<file path="src/hw/rtl/nwbb_pkg.sv">
// ----------------------------------------------------------------------------
// nwbb_pkg
// Shared constants for the foreground bounding box block: register map,
// field widths and the fixed-point luma coefficients.
// ----------------------------------------------------------------------------
package nwbb_pkg;

    // Register map, index = paddr[3:2]
    typedef enum logic [1:0] {
        REG_CANVAS_WIDTH    = 2'd0,
        REG_CANVAS_HEIGHT   = 2'd1,
        REG_WHITE_THRESHOLD = 2'd2,
        REG_PAD_PIXELS      = 2'd3
    } t_reg_idx;

    localparam int ADDR_W     = 4;
    localparam int DATA_W     = 32;
    localparam int CFG_SIZE_W = 13;
    localparam int CHAN_W     = 8;
    localparam int PAD_W      = 8;

    localparam int POS_W = 12;
    localparam int LEN_W = 13;

    localparam logic [CFG_SIZE_W-1:0] RST_CANVAS_WIDTH    = 13'd4096;
    localparam logic [CFG_SIZE_W-1:0] RST_CANVAS_HEIGHT   = 13'd4096;
    localparam logic [CHAN_W-1:0]     RST_WHITE_THRESHOLD = 8'd250;
    localparam logic [PAD_W-1:0]      RST_PAD_PIXELS      = 8'd20;

    // BT.601 luma in Q14, coefficients sum to 2^14
    localparam int GSUM_W     = 22;
    localparam int GRAY_SHIFT = 14;
    localparam logic [GSUM_W-1:0] GRAY_COEF_B = 22'd1868;
    localparam logic [GSUM_W-1:0] GRAY_COEF_G = 22'd9617;
    localparam logic [GSUM_W-1:0] GRAY_COEF_R = 22'd4899;
    localparam logic [GSUM_W-1:0] GRAY_ROUND  = 22'd8192;

endpackage

</file>
<file path="src/hw/rtl/nwbb_track.sv">
// ----------------------------------------------------------------------------
// nwbb_track
// Pixel input register, gray conversion, raster counters and the running
// min/max box. Emits the final box of a frame on its last pixel.
// ----------------------------------------------------------------------------
module nwbb_track #(
    parameter int CW  = 12,
    parameter int RW  = 12,
    parameter int SWW = 13,
    parameter int SWH = 13
) (
    input  logic                      i_clk,
    input  logic                      i_rst_n,
    input  logic                      i_valid,
    output logic                      o_stall,
    input  logic [nwbb_pkg::CHAN_W-1:0] i_blue,
    input  logic [nwbb_pkg::CHAN_W-1:0] i_green,
    input  logic [nwbb_pkg::CHAN_W-1:0] i_red,
    input  logic [SWW-1:0]            i_width,
    input  logic [SWH-1:0]            i_height,
    input  logic [nwbb_pkg::CHAN_W-1:0] i_threshold,
    input  logic                      i_fin_free,
    output logic                      o_fin,
    output logic                      o_any,
    output logic [CW-1:0]             o_min_c,
    output logic [CW-1:0]             o_max_c,
    output logic [RW-1:0]             o_min_r,
    output logic [RW-1:0]             o_max_r
);
    import nwbb_pkg::*;

    localparam int LCW = CW + 1;
    localparam int LRW = RW + 1;

    logic              r_px_valid;
    logic [CHAN_W-1:0] r_blue, r_green, r_red;
    logic [CW-1:0]     r_col, r_min_c, r_max_c;
    logic [RW-1:0]     r_row, r_min_r, r_max_r;
    logic              r_any;

    logic [CW-1:0]     n_min_c, n_max_c;
    logic [RW-1:0]     n_min_r, n_max_r;
    logic              n_any;

    logic [GSUM_W-1:0] gsum;
    logic [CHAN_W-1:0] gray;
    logic              hit, last_col, frame_end, adv, load;

    always_comb begin
        gsum = GRAY_COEF_B * GSUM_W'(r_blue) + GRAY_COEF_G * GSUM_W'(r_green)
             + GRAY_COEF_R * GSUM_W'(r_red) + GRAY_ROUND;
        gray = CHAN_W'(gsum >> GRAY_SHIFT);
        hit  = (gray <= i_threshold);

        last_col  = (LCW'(r_col) + LCW'(1)) >= LCW'(i_width);
        frame_end = last_col && ((LRW'(r_row) + LRW'(1)) >= LRW'(i_height));

        n_any   = r_any | hit;
        n_min_c = (hit && r_col < r_min_c) ? r_col : r_min_c;
        n_max_c = (hit && r_col > r_max_c) ? r_col : r_max_c;
        n_min_r = (hit && r_row < r_min_r) ? r_row : r_min_r;
        n_max_r = (hit && r_row > r_max_r) ? r_row : r_max_r;

        // the frame's last pixel needs room in the box register downstream
        adv  = r_px_valid && (!frame_end || i_fin_free);
        load = !r_px_valid || adv;
    end

    assign o_stall = !load;
    assign o_fin   = adv && frame_end;
    assign o_any   = n_any;
    assign o_min_c = n_min_c;
    assign o_max_c = n_max_c;
    assign o_min_r = n_min_r;
    assign o_max_r = n_max_r;

    always_ff @(posedge i_clk) begin
        if (!i_rst_n) begin
            r_px_valid <= 1'b0;
            r_col      <= '0;
            r_row      <= '0;
            r_min_c    <= '1;
            r_max_c    <= '0;
            r_min_r    <= '1;
            r_max_r    <= '0;
            r_any      <= 1'b0;
        end else begin
            if (load) begin
                r_px_valid <= i_valid;
            end
            if (adv) begin
                if (frame_end) begin
                    r_col   <= '0;
                    r_row   <= '0;
                    r_min_c <= '1;
                    r_max_c <= '0;
                    r_min_r <= '1;
                    r_max_r <= '0;
                    r_any   <= 1'b0;
                end else begin
                    r_min_c <= n_min_c;
                    r_max_c <= n_max_c;
                    r_min_r <= n_min_r;
                    r_max_r <= n_max_r;
                    r_any   <= n_any;
                    if (last_col) begin
                        r_col <= '0;
                        r_row <= r_row + RW'(1);
                    end else begin
                        r_col <= r_col + CW'(1);
                    end
                end
            end
        end
    end

    always_ff @(posedge i_clk) begin
        if (load && i_valid) begin
            r_blue  <= i_blue;
            r_green <= i_green;
            r_red   <= i_red;
        end
    end

endmodule

</file>
<file path="src/hw/rtl/nwbb_pad_axis.sv">
// ----------------------------------------------------------------------------
// nwbb_pad_axis
// Pads one axis of the box: position clamped at zero, extent clamped to the
// room left between the position and the canvas edge.
// ----------------------------------------------------------------------------
module nwbb_pad_axis #(
    parameter int CW = 12,
    parameter int SW = 13
) (
    input  logic [CW-1:0]                 i_lo,
    input  logic [CW-1:0]                 i_hi,
    input  logic [SW-1:0]                 i_size,
    input  logic [nwbb_pkg::PAD_W-1:0]    i_pad,
    output logic [nwbb_pkg::POS_W-1:0]    o_pos,
    output logic [nwbb_pkg::LEN_W-1:0]    o_len
);
    import nwbb_pkg::*;

    localparam int AW = ((CW > SW) ? CW : SW) + 1;
    localparam int EW = ((AW > PAD_W + 1) ? AW : PAD_W + 1) + 1;

    logic [EW-1:0] lo_e, hi_e, size_e, pad_e, pos, room, ext, len;

    always_comb begin
        lo_e   = EW'(i_lo);
        hi_e   = EW'(i_hi);
        size_e = EW'(i_size);
        pad_e  = EW'(i_pad);
        pos    = (lo_e >= pad_e) ? lo_e - pad_e : '0;
        room   = (size_e > pos) ? size_e - pos : '0;
        // extent keeps both pads even when the left edge clamped at zero
        ext    = hi_e - lo_e + EW'(1) + (pad_e << 1);
        len    = (ext > room) ? room : ext;
    end

    assign o_pos = POS_W'(pos);
    assign o_len = LEN_W'(len);

endmodule

</file>
<file path="src/hw/rtl/non_white_bounding_box_crop_top.sv">
// ----------------------------------------------------------------------------
// non_white_bounding_box_crop_top
// Finds the bounding box of non-white pixels in a BGR raster frame and
// reports it padded and clamped to the canvas.
// ----------------------------------------------------------------------------
// Pixels enter in raster order, one per cycle when neither side stalls. Each
// pixel is converted to BT.601 gray and compared with white_threshold in the
// cycle after it is taken; the pixel that closes the frame produces one
// result through the input register, box register and output register,
// with found = 0 and a zero box if no pixel was non-white. Column
// and row are counted internally against canvas_width and canvas_height,
// where 0 counts as 1 and values above MAX_WIDTH / MAX_HEIGHT saturate.
// Registers sit at byte addresses 0, 4, 8, 12: canvas_width, canvas_height,
// white_threshold, pad_pixels; write them only while no pixel is in flight.
// ----------------------------------------------------------------------------
module non_white_bounding_box_crop_top #(
    parameter int MAX_WIDTH  = 4096,
    parameter int MAX_HEIGHT = 4096
) (
    input  logic                            i_clk,
    input  logic                            i_rst_n,
    // pixel channel
    input  logic                            i_valid,
    output logic                            o_stall,
    input  logic [nwbb_pkg::CHAN_W-1:0]     i_blue,
    input  logic [nwbb_pkg::CHAN_W-1:0]     i_green,
    input  logic [nwbb_pkg::CHAN_W-1:0]     i_red,
    // result channel
    output logic                            o_valid,
    input  logic                            i_stall,
    output logic                            o_found,
    output logic [nwbb_pkg::POS_W-1:0]      o_box_x,
    output logic [nwbb_pkg::POS_W-1:0]      o_box_y,
    output logic [nwbb_pkg::LEN_W-1:0]      o_box_width,
    output logic [nwbb_pkg::LEN_W-1:0]      o_box_height,
    // configuration
    input  logic                            psel,
    input  logic                            penable,
    input  logic                            pwrite,
    input  logic [nwbb_pkg::ADDR_W-1:0]     paddr,
    input  logic [nwbb_pkg::DATA_W-1:0]     pwdata,
    output logic [nwbb_pkg::DATA_W-1:0]     prdata,
    output logic                            pready
);
    import nwbb_pkg::*;

    localparam int CW  = $clog2(MAX_WIDTH);
    localparam int RW  = $clog2(MAX_HEIGHT);
    localparam int SWW = $clog2(MAX_WIDTH + 1);
    localparam int SWH = $clog2(MAX_HEIGHT + 1);
    localparam int ZWW = (SWW > CFG_SIZE_W) ? SWW : CFG_SIZE_W;
    localparam int ZWH = (SWH > CFG_SIZE_W) ? SWH : CFG_SIZE_W;

    // configuration registers
    logic [CFG_SIZE_W-1:0] r_canvas_width, r_canvas_height;
    logic [CHAN_W-1:0]     r_white_threshold;
    logic [PAD_W-1:0]      r_pad_pixels;
    t_reg_idx              reg_idx;
    logic                  cfg_wr;

    assign pready  = 1'b1;
    assign reg_idx = t_reg_idx'(paddr[3:2]);
    assign cfg_wr  = psel && penable && pwrite && pready;

    always_ff @(posedge i_clk) begin
        if (!i_rst_n) begin
            r_canvas_width    <= RST_CANVAS_WIDTH;
            r_canvas_height   <= RST_CANVAS_HEIGHT;
            r_white_threshold <= RST_WHITE_THRESHOLD;
            r_pad_pixels      <= RST_PAD_PIXELS;
        end else if (cfg_wr) begin
            case (reg_idx)
                REG_CANVAS_WIDTH:    r_canvas_width    <= pwdata[CFG_SIZE_W-1:0];
                REG_CANVAS_HEIGHT:   r_canvas_height   <= pwdata[CFG_SIZE_W-1:0];
                REG_WHITE_THRESHOLD: r_white_threshold <= pwdata[CHAN_W-1:0];
                REG_PAD_PIXELS:      r_pad_pixels      <= pwdata[PAD_W-1:0];
                default: ;
            endcase
        end
    end

    always_comb begin
        case (reg_idx)
            REG_CANVAS_WIDTH:    prdata = DATA_W'(r_canvas_width);
            REG_CANVAS_HEIGHT:   prdata = DATA_W'(r_canvas_height);
            REG_WHITE_THRESHOLD: prdata = DATA_W'(r_white_threshold);
            REG_PAD_PIXELS:      prdata = DATA_W'(r_pad_pixels);
            default:             prdata = '0;
        endcase
    end

    // effective canvas size: zero counts as one, saturate at the maximum
    logic [ZWW-1:0] cw_ext;
    logic [ZWH-1:0] ch_ext;
    logic [SWW-1:0] eff_width;
    logic [SWH-1:0] eff_height;

    always_comb begin
        cw_ext = ZWW'(r_canvas_width);
        ch_ext = ZWH'(r_canvas_height);
        if (cw_ext == '0) begin
            eff_width = SWW'(1);
        end else if (cw_ext > ZWW'(MAX_WIDTH)) begin
            eff_width = SWW'(MAX_WIDTH);
        end else begin
            eff_width = SWW'(cw_ext);
        end
        if (ch_ext == '0) begin
            eff_height = SWH'(1);
        end else if (ch_ext > ZWH'(MAX_HEIGHT)) begin
            eff_height = SWH'(MAX_HEIGHT);
        end else begin
            eff_height = SWH'(ch_ext);
        end
    end

    // pixel tracking
    logic          fin, fin_any, fin_free, fin_move;
    logic [CW-1:0] fin_min_c, fin_max_c;
    logic [RW-1:0] fin_min_r, fin_max_r;

    nwbb_track #(
        .CW  (CW),
        .RW  (RW),
        .SWW (SWW),
        .SWH (SWH)
    ) u_track (
        .i_clk       (i_clk),
        .i_rst_n     (i_rst_n),
        .i_valid     (i_valid),
        .o_stall     (o_stall),
        .i_blue      (i_blue),
        .i_green     (i_green),
        .i_red       (i_red),
        .i_width     (eff_width),
        .i_height    (eff_height),
        .i_threshold (r_white_threshold),
        .i_fin_free  (fin_free),
        .o_fin       (fin),
        .o_any       (fin_any),
        .o_min_c     (fin_min_c),
        .o_max_c     (fin_max_c),
        .o_min_r     (fin_min_r),
        .o_max_r     (fin_max_r)
    );

    // frame box register
    logic          r_fin_valid, r_fin_any;
    logic [CW-1:0] r_fin_min_c, r_fin_max_c;
    logic [RW-1:0] r_fin_min_r, r_fin_max_r;
    logic          r_out_valid;

    assign fin_move = r_fin_valid && (!r_out_valid || !i_stall);
    assign fin_free = !r_fin_valid || fin_move;

    always_ff @(posedge i_clk) begin
        if (!i_rst_n) begin
            r_fin_valid <= 1'b0;
        end else if (fin) begin
            r_fin_valid <= 1'b1;
        end else if (fin_move) begin
            r_fin_valid <= 1'b0;
        end
    end

    always_ff @(posedge i_clk) begin
        if (fin) begin
            r_fin_any   <= fin_any;
            r_fin_min_c <= fin_min_c;
            r_fin_max_c <= fin_max_c;
            r_fin_min_r <= fin_min_r;
            r_fin_max_r <= fin_max_r;
        end
    end

    // padding and clamping
    logic [POS_W-1:0] pad_x, pad_y;
    logic [LEN_W-1:0] pad_w, pad_h;

    nwbb_pad_axis #(
        .CW (CW),
        .SW (SWW)
    ) u_pad_x (
        .i_lo   (r_fin_min_c),
        .i_hi   (r_fin_max_c),
        .i_size (eff_width),
        .i_pad  (r_pad_pixels),
        .o_pos  (pad_x),
        .o_len  (pad_w)
    );

    nwbb_pad_axis #(
        .CW (RW),
        .SW (SWH)
    ) u_pad_y (
        .i_lo   (r_fin_min_r),
        .i_hi   (r_fin_max_r),
        .i_size (eff_height),
        .i_pad  (r_pad_pixels),
        .o_pos  (pad_y),
        .o_len  (pad_h)
    );

    // output register
    logic             r_found;
    logic [POS_W-1:0] r_box_x, r_box_y;
    logic [LEN_W-1:0] r_box_width, r_box_height;

    always_ff @(posedge i_clk) begin
        if (!i_rst_n) begin
            r_out_valid <= 1'b0;
        end else if (fin_move) begin
            r_out_valid <= 1'b1;
        end else if (!i_stall) begin
            r_out_valid <= 1'b0;
        end
    end

    always_ff @(posedge i_clk) begin
        if (fin_move) begin
            // an empty frame reports a zero box
            r_found      <= r_fin_any;
            r_box_x      <= r_fin_any ? pad_x : '0;
            r_box_y      <= r_fin_any ? pad_y : '0;
            r_box_width  <= r_fin_any ? pad_w : '0;
            r_box_height <= r_fin_any ? pad_h : '0;
        end
    end

    assign o_valid      = r_out_valid;
    assign o_found      = r_found;
    assign o_box_x      = r_box_x;
    assign o_box_y      = r_box_y;
    assign o_box_width  = r_box_width;
    assign o_box_height = r_box_height;

endmodule
</file>
<file path="config.mk">
export PLATFORM = sky130hd
export DESIGN_NAME = non_white_bounding_box_crop_top
export DESIGN_NICKNAME = d
export VERILOG_FILES = /design/src/hw/rtl/nwbb_pkg.sv /design/src/hw/rtl/nwbb_track.sv /design/src/hw/rtl/nwbb_pad_axis.sv /design/src/hw/rtl/non_white_bounding_box_crop_top.sv
export SDC_FILE = /design/constraint.sdc
export NUM_CORES = 1
export LEC_CHECK = 0
export ABC_AREA = 1
export BUFFER_PORTS_ARGS = -buffer_cell sky130_fd_sc_hd__buf_2
export CORE_MARGIN = 4
export CORE_UTILIZATION = 50
export CTS_BUF_LIST = sky130_fd_sc_hd__clkbuf_8 sky130_fd_sc_hd__clkbuf_16
export CTS_CLUSTER_SIZE = 24
export DETAILED_ROUTE_END_ITERATION = 12
export GPL_TIMING_DRIVEN = 0
export PLACE_DENSITY = 0.78
export SYNTH_ARGS = -nofsm -noshare
export SYNTH_HDL_FRONTEND = slang
export SYNTH_SLANG_ARGS = --single-unit
</file>
<file path="constraint.sdc">
create_clock -name i_clk -period 10.4 [get_ports i_clk]
set_input_delay 1.56 -clock i_clk [delete_from_list [all_inputs] [get_ports i_clk]]
set_output_delay 1.56 -clock i_clk [all_outputs]
set_load 0.01 [all_outputs]
</file>
==> key figures <==
Pwr
  • Leak Pwr: approximately 13 nW
  • Sw Pwr: ~4.8 mW
  • Power share of the clock group: 11.4%
  • Logic gate share of total power: 75.6%
  • Sequential power share: a little over an eighth
  • Int Pwr: 4.077 mW
  • Sw Ratio: 54.32%
  • Cell Pwr Density: 345.6 nW/um^2
  • Peak supply drop: approximately 0.94 mV

Global route
  • Largest net degree at the start of global routing: 34
  • Busiest grt layer: met2
  • Vias in the first global route: 19480
  • Gr ovfl total: 0
  • Initial antenna violation count: 3
  • Met2 Use GR: 39.76%
  • Tot GR Track Use: 24.56%
  • First-pass GRT wire length: 100400 um
  • Met3 Use GR: 3.433%
  • Grt met1 use: 34.48%

Min path
  • Worst Hold Depth: 2
  • Hold Path End: u_track.r_max_c[10]
  • Hold wc startpoint: u_track.r_max_c[10]
  • Path type of the worst min-delay path: flop to flop

Finish
  • Register Area: 6086 sq um
  • Syn-to-layout area delta: 10.30%
  • Nets@finish: 3750
  • Fraction of layout cells with a size suffix above 1: 9.055%
  • FILL cells: 4355
  • Multi-input logic area: 14710 sq um
  • Non-Filler Instances: 3877

Yosys
  • Post-synth ARST share: 0%
  • Synthesis-stage register bit count: 242
  • Syn Inst Count: 3084
  • Post-synthesis sequential area ratio: about a quarter
  • Most used DFF post-synth: edfxtp_1
  • Yosys top cell area share: 18.22%
  • YS warnings: 0
  • Post-synth EDFFs: 124
  • Top-count cell post-synth: nand2_1
  • Mapped Avg Cell Area: 7.593 sq um
  • Dominant cells by area after synthesis: ha_1 18%, edfxtp_1 16%, nand2_1 11%
  • Post-synthesis cell area: around 23000 sq um
  • Cell taking the most area after synthesis: ha_1
  • Commonest cells in the synthesized netlist: 695 x nand2_1, 574 x inv_1, 341 x ha_1
  • Unique masters post-synth: 52

Drt
  • Antenna Nets Post-Route: 0
  • DRT iter0 DRCs: 1865
  • WL final: 63070 um
  • First drt pass iteration count: 6
  • DR vias/cell: around 5.3
  • Residual DRC: 0
  • Routed WL per cell: 16.27 um
  • Vias: roughly 21000

Clocking
  • Post-CTS sizing: 0
  • Root Buffer: clkbuf_16
  • Setup Fix Bufs, Post-CTS: 0
  • Number of buffers created by CTS: 28
  • Clk sinks: 242
  • CTS tree: yes
  • Clock buffer depth: 3
  • H-tree depth: 1
  • Worst-Skew Late Latency: 0.61 ns
  • Clock slew at reported path FFs: ~0.06 ns
  • Hold buffers post-CTS: 0

Timing
  • Period utilisation layout: 89.14%
  • Relative slew margins: roughly two fifths
  • Fin crit period: between 9 and 10 ns
  • Setup TNS: 0 ns
  • FMAX: ~110 MHz
  • Fin. max-slew vios: 0
  • Worst Tran Pin Value: approximately 0.88 ns
  • PnR worst setup slack: 1.130 ns
  • Skew final: 0.02968 ns
  • Final Hold Fails: 0
  • Final setup viols: 0
  • RSZ-0062 raised after global routing: no

Flow run
  • Max_cap viols: 0

Die
  • Initial Utilization: around 50%
  • Num rows: 79
  • Core ar.: 46460 sq um
  • Die Width: 224.4 um
  • Die area: 50360 sq um
  • DIE HEIGHT: 224.4 um
  • # IOs: approximately 150

Critical path
  • Nature of the critical path startpoint: flop
  • Crit-path leading delay family: adder cells
  • R2r endpoint: u_track.r_max_c[9]
  • CP Data Required Time: around 11 ns
  • Crit Path Max Fanout: 10
  • Register-to-Register Setup Slack: 1.13 ns
  • Largest stage delay on the critical path: 0.53 ns
  • Crit-path slowest cell: fa_1
  • FF-to-FF Start: u_track.r_blue[2]
  • Cell mode on critical path: nand2_1
  • Worst R2R Path Depth: 42
  • WP data arrival: approximately 9.7 ns
  • Critical path capture point type: flop
  • Worst path buffer plus inverter count: 8
  • CP Class: flop to flop

Placed design
  • Cells after DPL: approximately 3800
  • Post-placement setup slack: ~1.2 ns
  • Hpwl dp: 52170 um
  • Routability cong.: between 1 and 1.5
  • Port Buf Inserts: 110

Outcome
  • Status: finished clean
[state kept, by name, summed over array words and instances (netlist names), 8 cells and up]
register and flops:
ch_ext 13, u_track.r_max_c 12, cw_ext 13, o_box_y 12, u_track.r_min_c 12, o_box_height 13, u_track.r_red 8, u_track.r_green 8
u_track.r_col 12, r_fin_min_r 12, r_fin_max_r 12, o_box_width 13, r_fin_max_c 12, r_fin_min_c 12, u_track.r_blue 8, o_box_x 12
r_pad_pixels 8, u_track.r_min_r 12, r_white_threshold 8, u_track.r_row 12, u_track.r_max_r 12
[area by class of cell]
| class | count | share of cell area [%] |
|---|---|---|
| antenna | 1 | 0.009689 |
| buffer | 80 | 1.952 |
| clock buffer | 29 | 2.766 |
| clock inverter | 23 | 0.9301 |
| inverter | 585 | 8.531 |
| multi-input combinational | 2197 | 56.96 |
| sequential | 242 | 23.56 |
| tap | 607 | 2.941 |
| timing repair buffer | 113 | 2.345 |
[worst max-delay path by stage]
| stage | depth (start not counted) | endpoint | slack [ns] | from |
|---|---|---|---|---|
| 6_report | 42 | u_track.r_max_c[9] | 1.13 | u_track.r_blue[2] |
| 5_1_grt | 42 | u_track.r_max_c[6] | 0.43 | u_track.r_blue[2] |
| 4_1_cts | 40 | r_fin_max_c[10] | 1.19 | u_track.r_blue[2] |
| 3_5_place_dp | 40 | r_fin_max_c[1] | 1.22 | u_track.r_blue[2] |
| 3_3_place_gp | 40 | r_fin_max_c[1] | 1.34 | u_track.r_blue[2] |
| 2_1_floorplan | 41 | r_fin_max_c[10] | 2.40 | u_track.r_blue[2] |
[power by group through the flow]
| stage | Sequential, mW | Combinational (mW) | Clock [mW] |
|---|---|---|---|
| finish | 1.16 | 6.75 | 1.02 |
| global route | 1.17 | 7.63 | 1.07 |
| CTS | 1.16 | 6.68 | 1.03 |
| detailed placement | 1.18 | 6.58 | 0 |
| global placement | 1.18 | 6.44 | 0 |
| floorplan | 1.16 | 4.75 | 0 |
[metal layers]
layer  up-vias  share of wire [%]
li1      10320                  -
met1      9427                 44
met2       804                 45
met3       131                8.2
met4         2                3.3
met5         -              0.014
[cells by family after synthesis]
group,count (synthesis),synth area share [%]
AND/OR/NAND/NOR,1209,22.71
other,2,0.03207
AO/OA/AOI/OAI,453,10.48
XOR/XNOR,77,2.880
flip-flops,242,25.99
buffers and inverters,665,11.56
adder cells (fa/ha/maj),436,26.34
[placed cells by master, fill, tap and decap left out, types with 33 or more instances in the layout]
cell	n
nand4_1	82
ha_1	341
dfxtp_1	118
nand2_1	695
xor2_1	47
o21ai_0	132
a21oi_1	230
inv_1	577
nand3_1	109
edfxtp_1	124
buf_4	33
nor2_1	204
buf_2	120
fa_1	95
[tightest hold or removal path, delay by kind of cell, from the launching register on]
kind	cells	cell delay (ns)
simple gates	1	0.06
flops	1	0.32
compound gates	1	0.05
[metrics by stage]
stage               hold slack (ns)  power (mW)  area [sq um]  util [%]
finish                       0.4786       8.925         25830     55.59
global route                 0.4964       9.869         25820     55.59
CTS                          0.4829       8.875         25820     55.59
detailed placement           0.4724       7.765         24870     53.53
global placement             0.4681       7.620         24800     53.39
floorplan                    0.4349       5.911         23490         -
No activity file was read; power rests on OpenSTA's default activity.
